<file path="src/sv/lrde_pkg.sv">
`timescale 1ns / 1ps
`default_nettype none

package lrde_pkg;

  localparam int CMD_W     = 3;
  localparam int OPERAND_W = 32;
  localparam int SLOT_W    = 4;
  localparam int COUNT_W   = 5;
  localparam int RESULT_W  = 32;
  localparam int WEIGHT_W  = 8;
  localparam int HALF_W    = 16;
  localparam int S_TDATA_W = 48;

  localparam logic [OPERAND_W-1:0] LCG_MUL    = 32'h41C6_4E6D;
  localparam logic [OPERAND_W-1:0] LCG_ADD    = 32'h0000_6073;
  localparam logic [OPERAND_W-1:0] PICK_RANGE = 32'd100;
  localparam logic [OPERAND_W-1:0] BOUND_MIN  = 32'd2;

  // one remainder bit per step
  localparam int DIV_STEPS = OPERAND_W;
  localparam int DIV_CNT_W = $clog2(DIV_STEPS + 1);

  typedef enum logic [CMD_W-1:0] {
    CMD_SEED   = 3'd0,
    CMD_DRAW32 = 3'd1,
    CMD_DRAW16 = 3'd2,
    CMD_BND32  = 3'd3,
    CMD_BND16  = 3'd4,
    CMD_WRITE  = 3'd5,
    CMD_PICK   = 3'd6
  } cmd_t;

  // controller -> datapath
  typedef struct packed {
    logic capture;
    logic load_seed;
    logic write_weight;
    logic mul;
    logic adv;
    logic div_step;
    logic walk_step;
    logic out_load;
  } ctl_t;

  // datapath -> controller
  typedef struct packed {
    cmd_t cmd;
    logic bound_small;
    logic count_zero;
    logic div_done;
    logic walk_end;
    logic out_free;
  } sts_t;

endpackage

`default_nettype wire

</file>
<file path="src/sv/lrde_ctrl.sv">
`timescale 1ns / 1ps
`default_nettype none

module lrde_ctrl (
  input  wire logic          clk,
  input  wire logic          rst,
  input  wire logic          s_tvalid,
  output logic               s_tready,
  input  wire lrde_pkg::sts_t sts,
  output lrde_pkg::ctl_t     ctl
);

  typedef enum logic [6:0] {
    ST_IDLE   = 7'b0000001,
    ST_DECODE = 7'b0000010,
    ST_MUL    = 7'b0000100,
    ST_ADV    = 7'b0001000,
    ST_DIV    = 7'b0010000,
    ST_WALK   = 7'b0100000,
    ST_DONE   = 7'b1000000
  } state_t;

  state_t state;
  state_t state_next;

  always_ff @(posedge clk) begin
    if (rst) begin
      state <= ST_IDLE;
    end else begin
      state <= state_next;
    end
  end

  assign s_tready = (state == ST_IDLE);

  always_comb begin
    state_next = state;
    ctl        = '0;
    unique case (state)
      ST_IDLE: begin
        if (s_tvalid) begin
          ctl.capture = 1'b1;
          state_next  = ST_DECODE;
        end
      end
      ST_DECODE: begin
        unique case (sts.cmd)
          lrde_pkg::CMD_SEED: begin
            ctl.load_seed = 1'b1;
            state_next    = ST_IDLE;
          end
          lrde_pkg::CMD_WRITE: begin
            ctl.write_weight = 1'b1;
            state_next       = ST_IDLE;
          end
          lrde_pkg::CMD_DRAW32, lrde_pkg::CMD_DRAW16: begin
            state_next = ST_MUL;
          end
          lrde_pkg::CMD_BND32, lrde_pkg::CMD_BND16: begin
            state_next = sts.bound_small ? ST_DONE : ST_MUL;
          end
          lrde_pkg::CMD_PICK: begin
            state_next = sts.count_zero ? ST_DONE : ST_MUL;
          end
          default: begin
            state_next = ST_IDLE;
          end
        endcase
      end
      ST_MUL: begin
        ctl.mul    = 1'b1;
        state_next = ST_ADV;
      end
      ST_ADV: begin
        // seed update and divider load share this cycle
        ctl.adv = 1'b1;
        if (sts.cmd == lrde_pkg::CMD_DRAW32 || sts.cmd == lrde_pkg::CMD_DRAW16) begin
          state_next = ST_DONE;
        end else begin
          state_next = ST_DIV;
        end
      end
      ST_DIV: begin
        if (sts.div_done) begin
          state_next = (sts.cmd == lrde_pkg::CMD_PICK) ? ST_WALK : ST_DONE;
        end else begin
          ctl.div_step = 1'b1;
        end
      end
      ST_WALK: begin
        ctl.walk_step = 1'b1;
        if (sts.walk_end) begin
          state_next = ST_DONE;
        end
      end
      ST_DONE: begin
        if (sts.out_free) begin
          ctl.out_load = 1'b1;
          state_next   = ST_IDLE;
        end
      end
      default: begin
        state_next = ST_IDLE;
      end
    endcase
  end

endmodule

`default_nettype wire

</file>
<file path="src/sv/lrde_dp.sv">
`timescale 1ns / 1ps
`default_nettype none

module lrde_dp #(
  parameter int WEIGHT_SLOTS = 16
) (
  input  wire logic                               clk,
  input  wire logic                               rst,
  input  wire logic [lrde_pkg::S_TDATA_W-1:0]     s_tdata,
  input  wire logic [lrde_pkg::CMD_W-1:0]         s_tuser,
  input  wire lrde_pkg::ctl_t                     ctl,
  output lrde_pkg::sts_t                          sts,
  output logic                                    m_tvalid,
  input  wire logic                               m_tready,
  output logic [lrde_pkg::RESULT_W-1:0]           m_tdata
);

  localparam int OW = lrde_pkg::OPERAND_W;
  localparam int CW = lrde_pkg::COUNT_W;
  localparam int SLOT_REACH = 2 ** lrde_pkg::SLOT_W;
  // slots past the slot field's reach are never written and stay zero, so they
  // cannot change a running sum; only the reachable ones are stored
  localparam int TABLE_DEPTH = (WEIGHT_SLOTS < SLOT_REACH) ? WEIGHT_SLOTS : SLOT_REACH;
  localparam int IDX_W = (TABLE_DEPTH > 1) ? $clog2(TABLE_DEPTH) : 1;
  localparam int SUM_W = lrde_pkg::WEIGHT_W + $clog2(TABLE_DEPTH + 1);

  lrde_pkg::cmd_t                   cmd_q;
  logic [OW-1:0]                    operand_q;
  logic [lrde_pkg::SLOT_W-1:0]      slot_q;
  logic [CW-1:0]                    count_q;

  logic [OW-1:0]                    seed;
  logic [OW-1:0]                    prod;
  logic [OW-1:0]                    adv_val;

  logic [OW-1:0]                    rem;
  logic [OW-1:0]                    dvd;
  logic [OW-1:0]                    dvs;
  logic [lrde_pkg::DIV_CNT_W-1:0]   div_cnt;
  logic [OW:0]                      rem_sh;
  logic [OW:0]                      rem_diff;

  logic [lrde_pkg::WEIGHT_W-1:0]    wtab [TABLE_DEPTH];
  logic [CW-1:0]                    walk_i;
  logic [CW-1:0]                    walk_n;
  logic [SUM_W-1:0]                 sum;
  logic [SUM_W-1:0]                 sum_new;
  logic [CW-1:0]                    pick_idx;
  logic                             walk_hit;
  logic                             walk_last;

  logic                             half_draw;
  logic [OW-1:0]                    res_val;

  // capture the request
  always_ff @(posedge clk) begin
    if (ctl.capture) begin
      cmd_q     <= lrde_pkg::cmd_t'(s_tuser);
      operand_q <= s_tdata[OW-1:0];
      slot_q    <= s_tdata[OW +: lrde_pkg::SLOT_W];
      count_q   <= s_tdata[OW + lrde_pkg::SLOT_W +: CW];
    end
  end

  assign half_draw = (cmd_q == lrde_pkg::CMD_DRAW16) || (cmd_q == lrde_pkg::CMD_BND16) ||
                     (cmd_q == lrde_pkg::CMD_PICK);

  // LCG: multiply, register, then add
  assign adv_val = prod + lrde_pkg::LCG_ADD;

  always_ff @(posedge clk) begin
    if (rst) begin
      seed <= '0;
    end else if (ctl.load_seed) begin
      seed <= operand_q;
    end else if (ctl.adv) begin
      seed <= adv_val;
    end
  end

  always_ff @(posedge clk) begin
    if (ctl.mul) begin
      prod <= seed * lrde_pkg::LCG_MUL;
    end
  end

  // restoring divider, remainder only
  assign rem_sh   = {rem, dvd[OW-1]};
  assign rem_diff = rem_sh - {1'b0, dvs};

  always_ff @(posedge clk) begin
    if (rst) begin
      div_cnt <= '0;
    end else if (ctl.adv) begin
      div_cnt <= lrde_pkg::DIV_CNT_W'(lrde_pkg::DIV_STEPS);
    end else if (ctl.div_step) begin
      div_cnt <= div_cnt - 1'b1;
    end
  end

  always_ff @(posedge clk) begin
    if (ctl.adv) begin
      rem <= '0;
      dvd <= half_draw ? {{(OW - lrde_pkg::HALF_W){1'b0}}, adv_val[OW-1 -: lrde_pkg::HALF_W]}
                       : adv_val;
      dvs <= (cmd_q == lrde_pkg::CMD_PICK) ? lrde_pkg::PICK_RANGE : operand_q;
    end else if (ctl.div_step) begin
      rem <= rem_diff[OW] ? rem_sh[OW-1:0] : rem_diff[OW-1:0];
      dvd <= {dvd[OW-2:0], 1'b0};
    end
  end

  // weight table
  always_ff @(posedge clk) begin
    if (rst) begin
      for (int k = 0; k < TABLE_DEPTH; k++) begin
        wtab[k] <= '0;
      end
    end else if (ctl.write_weight && (32'(slot_q) < TABLE_DEPTH)) begin
      wtab[slot_q[IDX_W-1:0]] <= operand_q[lrde_pkg::WEIGHT_W-1:0];
    end
  end

  // weighted walk, one slot per cycle; remainder holds the draw mod 100
  assign walk_n    = (32'(count_q) > TABLE_DEPTH) ? CW'(TABLE_DEPTH) : count_q;
  assign sum_new   = sum + SUM_W'(wtab[walk_i[IDX_W-1:0]]);
  assign walk_hit  = (OW'(sum_new) > rem);
  assign walk_last = ((walk_i + 1'b1) == walk_n);

  always_ff @(posedge clk) begin
    if (ctl.adv) begin
      walk_i   <= '0;
      sum      <= '0;
      pick_idx <= '0;
    end else if (ctl.walk_step) begin
      sum <= sum_new;
      if (walk_hit) begin
        pick_idx <= walk_i;
      end
      walk_i <= walk_i + 1'b1;
    end
  end

  // result select
  always_comb begin
    unique case (cmd_q)
      lrde_pkg::CMD_DRAW32: res_val = seed;
      lrde_pkg::CMD_DRAW16: res_val = {{(OW - lrde_pkg::HALF_W){1'b0}},
                                       seed[OW-1 -: lrde_pkg::HALF_W]};
      lrde_pkg::CMD_BND32, lrde_pkg::CMD_BND16: begin
        res_val = (operand_q < lrde_pkg::BOUND_MIN) ? '0 : rem;
      end
      lrde_pkg::CMD_PICK: res_val = (count_q == '0) ? '0 : OW'(pick_idx);
      default:            res_val = '0;
    endcase
  end

  // output register
  always_ff @(posedge clk) begin
    if (rst) begin
      m_tvalid <= 1'b0;
    end else if (ctl.out_load) begin
      m_tvalid <= 1'b1;
    end else if (m_tready) begin
      m_tvalid <= 1'b0;
    end
  end

  always_ff @(posedge clk) begin
    if (ctl.out_load) begin
      m_tdata <= res_val;
    end
  end

  assign sts.cmd         = cmd_q;
  assign sts.bound_small = (operand_q < lrde_pkg::BOUND_MIN);
  assign sts.count_zero  = (count_q == '0);
  assign sts.div_done    = (div_cnt == '0);
  assign sts.walk_end    = walk_hit || walk_last;
  assign sts.out_free    = !m_tvalid || m_tready;

endmodule

`default_nettype wire

</file>
<file path="src/sv/lcg_random_draw_engine.sv">
`timescale 1ns / 1ps
`default_nettype none

// LCG draw engine: keeps a 32-bit seed (seed = seed * 0x41C64E6D + 0x6073) and a
// table of 8-bit weights cleared at reset. One request is worked at a time;
// s_tready is high only between requests, and a finished result sits in the
// output register so the next request can be taken while it waits. Seed load
// and weight write return nothing. Draw32/draw16 do the 32x32 multiply into
// a register, then the add into the seed. Bounded draws then run the
// bit-serial remainder unit (one bit per cycle); a bound below 2 returns 0
// and leaves the seed as it is. Weighted pick runs the same remainder unit
// by 100, then walks the weights one slot per cycle; count 0 returns 0.

module lcg_random_draw_engine #(
  parameter int WEIGHT_SLOTS = 16
) (
  input  wire logic                            clk,
  input  wire logic                            rst,
  input  wire logic                            s_tvalid,
  output logic                                 s_tready,
  // [31:0] operand, [35:32] slot, [40:36] count, [47:41] zero
  input  wire logic [lrde_pkg::S_TDATA_W-1:0]  s_tdata,
  // [2:0] cmd
  input  wire logic [lrde_pkg::CMD_W-1:0]      s_tuser,
  output logic                                 m_tvalid,
  input  wire logic                            m_tready,
  // [31:0] result
  output logic [lrde_pkg::RESULT_W-1:0]        m_tdata
);

  lrde_pkg::ctl_t ctl;
  lrde_pkg::sts_t sts;

  lrde_ctrl u_ctrl (
    .clk      (clk),
    .rst      (rst),
    .s_tvalid (s_tvalid),
    .s_tready (s_tready),
    .sts      (sts),
    .ctl      (ctl)
  );

  lrde_dp #(
    .WEIGHT_SLOTS (WEIGHT_SLOTS)
  ) u_dp (
    .clk      (clk),
    .rst      (rst),
    .s_tdata  (s_tdata),
    .s_tuser  (s_tuser),
    .ctl      (ctl),
    .sts      (sts),
    .m_tvalid (m_tvalid),
    .m_tready (m_tready),
    .m_tdata  (m_tdata)
  );

  // a result never overwrites one still waiting
  a_out_free: assert property (@(posedge clk) disable iff (rst)
    ctl.out_load |-> (!m_tvalid || m_tready))
    else $error("result loaded over a pending one");

  a_out_shown: assert property (@(posedge clk) disable iff (rst)
    ctl.out_load |=> m_tvalid)
    else $error("loaded result not presented");

  // no arithmetic in flight while a new request can be taken
  a_idle_quiet: assert property (@(posedge clk) disable iff (rst)
    s_tready |-> (!ctl.div_step && !ctl.walk_step && !ctl.mul && !ctl.adv))
    else $error("datapath busy while taking a request");

endmodule

`default_nettype wire
</file>
<file path="config.mk">
export PLATFORM = sky130hd
export DESIGN_NAME = lcg_random_draw_engine
export DESIGN_NICKNAME = d
export VERILOG_FILES = /design/src/sv/lrde_pkg.sv /design/src/sv/lrde_ctrl.sv /design/src/sv/lrde_dp.sv /design/src/sv/lcg_random_draw_engine.sv
export SDC_FILE = /design/constraint.sdc
export NUM_CORES = 1
export LEC_CHECK = 0
export ABC_CLOCK_PERIOD_IN_PS = 9800
export BUFFER_PORTS_ARGS = -buffer_cell sky130_fd_sc_hd__buf_2
export CORE_MARGIN = 10
export CORE_UTILIZATION = 50
export CTS_CLUSTER_DIAMETER = 120
export CTS_CLUSTER_SIZE = 25
export DETAILED_ROUTE_END_ITERATION = 10
export GPL_TIMING_DRIVEN = 0
export PLACE_DENSITY = 0.66
export SLEW_MARGIN = 20
export SYNTH_ARGS = -nofsm -noshare
export SYNTH_HDL_FRONTEND = slang
export SYNTH_SLANG_ARGS = --single-unit
</file>
<file path="constraint.sdc">
create_clock -name clk -period 9.8 [get_ports clk]
set_clock_uncertainty 0.2 [all_clocks]
set_input_delay 0.49 -clock clk [delete_from_list [all_inputs] [get_ports clk]]
set_output_delay 0.49 -clock clk [all_outputs]
set_load 0.01 [all_outputs]
</file>
==> impl_metrics.py <==
metrics = {
    "routing": {
        "drtPass1Iterations": 8,
        "ant_nets": 0,
        "routedWlPerCell_um": 21.73,
        "vias": 19760,
        "drt_iter0_markers": 1638,
        "drc": 0,
        "vias_per_cell": 5.601,
        "wirelength_um": 76650,
    },
    "cells_and_area": {
        "fill_cells": 4888,
        "final_common_cell": "inv_1",
        "layout.nets": 3234,
        "layout_common_cells": "inv_1 (423), edfxtp_1 (300), ha_1 (236), fa_1 (186), and2_1 (163)",
        "area_growth_pct": 8.729,
        "layout-drive-gt1-share_pct": 6.929,
        "final_area_mm2": 0.03076,
    },
    "synth": {
        "ys_warn_count": 0,
        "synth_compound_area_share_pct": 9.578,
        "synth.distinct_cells": 77,
        "synth-xor-area-share_pct": 4.272,
        "synthesis.nets": 3085,
        "synth_edf_count": 300,
        "avgSynthCellArea_um2": 10.85,
        "ys_async_sr_fraction_pct": 0,
        "synth_cells": 2608,
        "ys.flop_type": "edfxtp_1",
        "synth-simple-area-share_pct": 11.99,
        "synth_top_family_by_area": "adder cells",
        "synth_mux_area_share_pct": 4.435,
        "ys_seq_area_share_pct": 39.27,
        "synth-adder-area-share_pct": 23.60,
        "ys_ff_latch": 405,
        "syn-cell-area_mm2": 0.02829,
    },
    "placed_design": {
        "place_area_mm2": 0.02971,
        "dp_hpwl_um": 61600,
        "io_buffers": 80,
        "gp_congestion": 0.9399,
        "place_worst_setup_slack_ps": 2000,
    },
    "grt": {
        "grt.busiest_layer": "met2",
        "grt_max_degree": 45,
        "met1_usage_pct": 30.79,
        "grt_pass1_wl_um": 119100,
        "antenna_found_initial": 4,
        "grtUsageMet3_pct": 2.653,
        "grt_usage_pct": 22.97,
        "grt_overflow_total": 0,
        "grt_pass1_vias": 20430,
        "met2_usage_pct": 38.02,
    },
    "critical_path": {
        "crit_path_start": "u_dp.seed[8]",
        "crit_top_cell": "fa_1",
        "crit_chain": "ha_1 -> xor2_1 -> ha_1 -> nor2_1 -> fa_1 -> fa_1 -> inv_1 -> fa_1 -> fa_1 -> fa_1 -> inv_1 -> fa_1 -> inv_1 -> ha_1 -> a21o_1 -> a21o_1 -> a21oi_1 -> o21ai_0 -> a31o_2 -> or4_1 -> a31o_2 -> a21oi_1 -> xnor2_1",
        "required_ps": 9910,
        "cp.buffers_inverters": 3,
        "arrival_ps": 7950,
        "crit_path_max_fanout": 10,
        "start_kind": "register",
        "path_delay_family": "adder cells",
        "slowest_stage": "dfxtp_1",
        "endpoint_kind": "register",
        "max_stage_delay_ps": 800,
        "rr_startpoint": "u_dp.seed[8]",
        "path_class": "register to register",
    },
    "cts": {
        "cts_tree": "done",
        "cts_buffers": 20,
        "clock_latency_ps": 560,
        "h-tree-depth": 1,
        "cts_resized": 0,
        "clock_path_buffers": 3,
        "clock-sinks": 405,
        "root_buffer": "clkbuf_16",
        "clk_pin_slew_worst_paths_ps": 110,
    },
    "power": {
        "peakVddDrop_mv": 0.1136,
        "leakagePower_nw": 13.43,
        "power_density_mw_per_mm2": 140.5,
    },
    "timing": {
        "period_needed_ps": 7841,
        "max_slew_margin_pct": 24.13,
        "slew_violations": 0,
        "period_share_pct": 80.01,
        "fmax_ghz": 0.1275,
        "rsz0062_at_grt": "no",
        "fin_setup_tns_ps": 0,
        "tightestPinTransition_ps": 1130,
        "hold_viol_final": 0,
        "finalSetupViolCount": 0,
        "worst_slack_ps": 1959,
    },
    "floorplanning": {
        "start_util_pct": 50.37,
        "dieWidth_um": 257.9,
        "coreArea_mm2": 0.05617,
        "rows": 87,
        "dieArea_mm2": 0.06650,
        "pin_count": 89,
        "die_h_um": 257.9,
    },
    "worst_hold_path": {
        "hold_start": "s_tvalid",
        "hp-class": "input pin to register",
    },
    "flow_run": {
        "drv_cap": 0,
    },
    "outcome": {
        "outcome": "finished, final reports clean",
    },
}
[synth_stat cells (4+ instances only)]
cell,n,area share [%]
a211o_1,5,0.15
a211oi_1,16,0.42
a21o_1,30,0.80
a21oi_1,110,1.9
a221oi_1,13,0.40
a222oi_1,16,0.57
a22o_1,26,0.80
a22oi_1,18,0.48
a311oi_1,5,0.15
a31o_2,4,0.12
a31oi_1,6,0.13
and2_1,164,3.6
and3_1,11,0.24
buf_1,6,0.080
clkbuf_1,74,0.98
dfxtp_1,105,7.4
edfxtp_1,300,32
fa_1,186,13
ha_1,236,10
inv_1,424,5.6
mux2i_1,32,1.1
mux4_2,40,3.2
nand2_1,144,1.9
nand2b_1,13,0.29
nand3_1,23,0.41
nand3b_1,6,0.16
nand4_1,15,0.33
nand4b_1,8,0.25
nor2_1,140,1.9
nor2b_1,15,0.33
nor3_1,41,0.73
nor3b_1,9,0.24
nor4_1,17,0.38
o211ai_1,5,0.13
o21a_1,16,0.42
o21ai_0,64,1.1
o21ai_1,14,0.25
o21bai_1,6,0.16
o22ai_1,15,0.33
o31a_1,4,0.12
or2_2,23,0.51
or3_1,12,0.27
xnor2_1,99,3.1
xor2_1,39,1.2
[worst paths after layout]
kind	to	slack [ps]	cells after the start
worst min-delay path	u_ctrl.state[0]	150	3
worst max-delay path	u_dp.prod[31]	1960	23
worst max register to register	u_dp.prod[31]	1960	23
worst min register to register	u_dp.sum[6]	270	2
[area by class of cell]
type | count | area [µm²] | share of cell area (%)
diodes | 1 | 2.502 | 0.008134
plain buffers | 84 | 352.8 | 1.147
clock buffers | 34 | 574.3 | 1.867
clock inverters | 2 | 27.53 | 0.08947
inverters | 424 | 1592 | 5.173
multi-input cells | 1695 | 15260 | 49.60
flip-flops and latches | 405 | 11110 | 36.12
well taps | 756 | 945.9 | 3.075
repair buffers | 127 | 900.9 | 2.928
[state kept, by name, indices dropped and copies added, names as in the netlist, 6 cells and up, named ones only]
register	cells
u_ctrl.state	7
u_dp.sum	13
u_dp.wtab	128
u_dp.m_tdata	32
u_dp.rem	32
u_dp.div_cnt	6
u_dp.operand_q	32
u_dp.seed	32
u_dp.prod	32
u_dp.dvs	32
u_dp.dvd	32
[timing repair]
item	CTS	global route
hold endpoints to repair	44	0
hold buffers	44	0
setup buffers	0	0
[stage by stage]
stage	hold slack [ps]	std cells	total power [mW]	util (%)
2_1_floorplan	238.3	2608	2.962	-
3_3_place_gp	245.9	3444	3.333	52.77
3_5_place_dp	258.9	3447	3.371	52.90
4_1_cts	139.6	3527	4.334	54.76
5_1_grt	157.4	3527	4.546	54.77
6_report	152.4	3528	4.322	54.77
[worst min-delay path, cell delays in order]
cell and delay (ps):
buf_2 110, nor2_1 170, a211o_1 120
[where the power goes]
part / leakage (nW) / internal [mW] / switching (mW)
registers: 3.74 / 1.99 / 0.144
logic: 9.40 / 0.496 / 0.721
clock network: 0.287 / 0.411 / 0.559
[routing by layer]
| layer | vias to the layer above | part of all wire, % |
|---|---|---|
| met2 | 642 | 47 |
| met4 | 0 | 3.7 |
| met3 | 120 | 6.0 |
| li1 | 9235 | - |
| met5 | - | 0 |
| met1 | 9764 | 43 |
[kinds of logic (layout without fill, tap and decap cells)]
family                   count (synthesis)  count (layout)
multiplexers                            75              75
XOR/XNOR                               138             138
other                                    0               1
adder cells (fa/ha/maj)                422             422
buffers and inverters                  508             671
flip-flops                             405             405
AO/OA/AOI/OAI                          404             404
AND/OR/NAND/NOR                        656             656
Power figures use the tool's default switching activity.
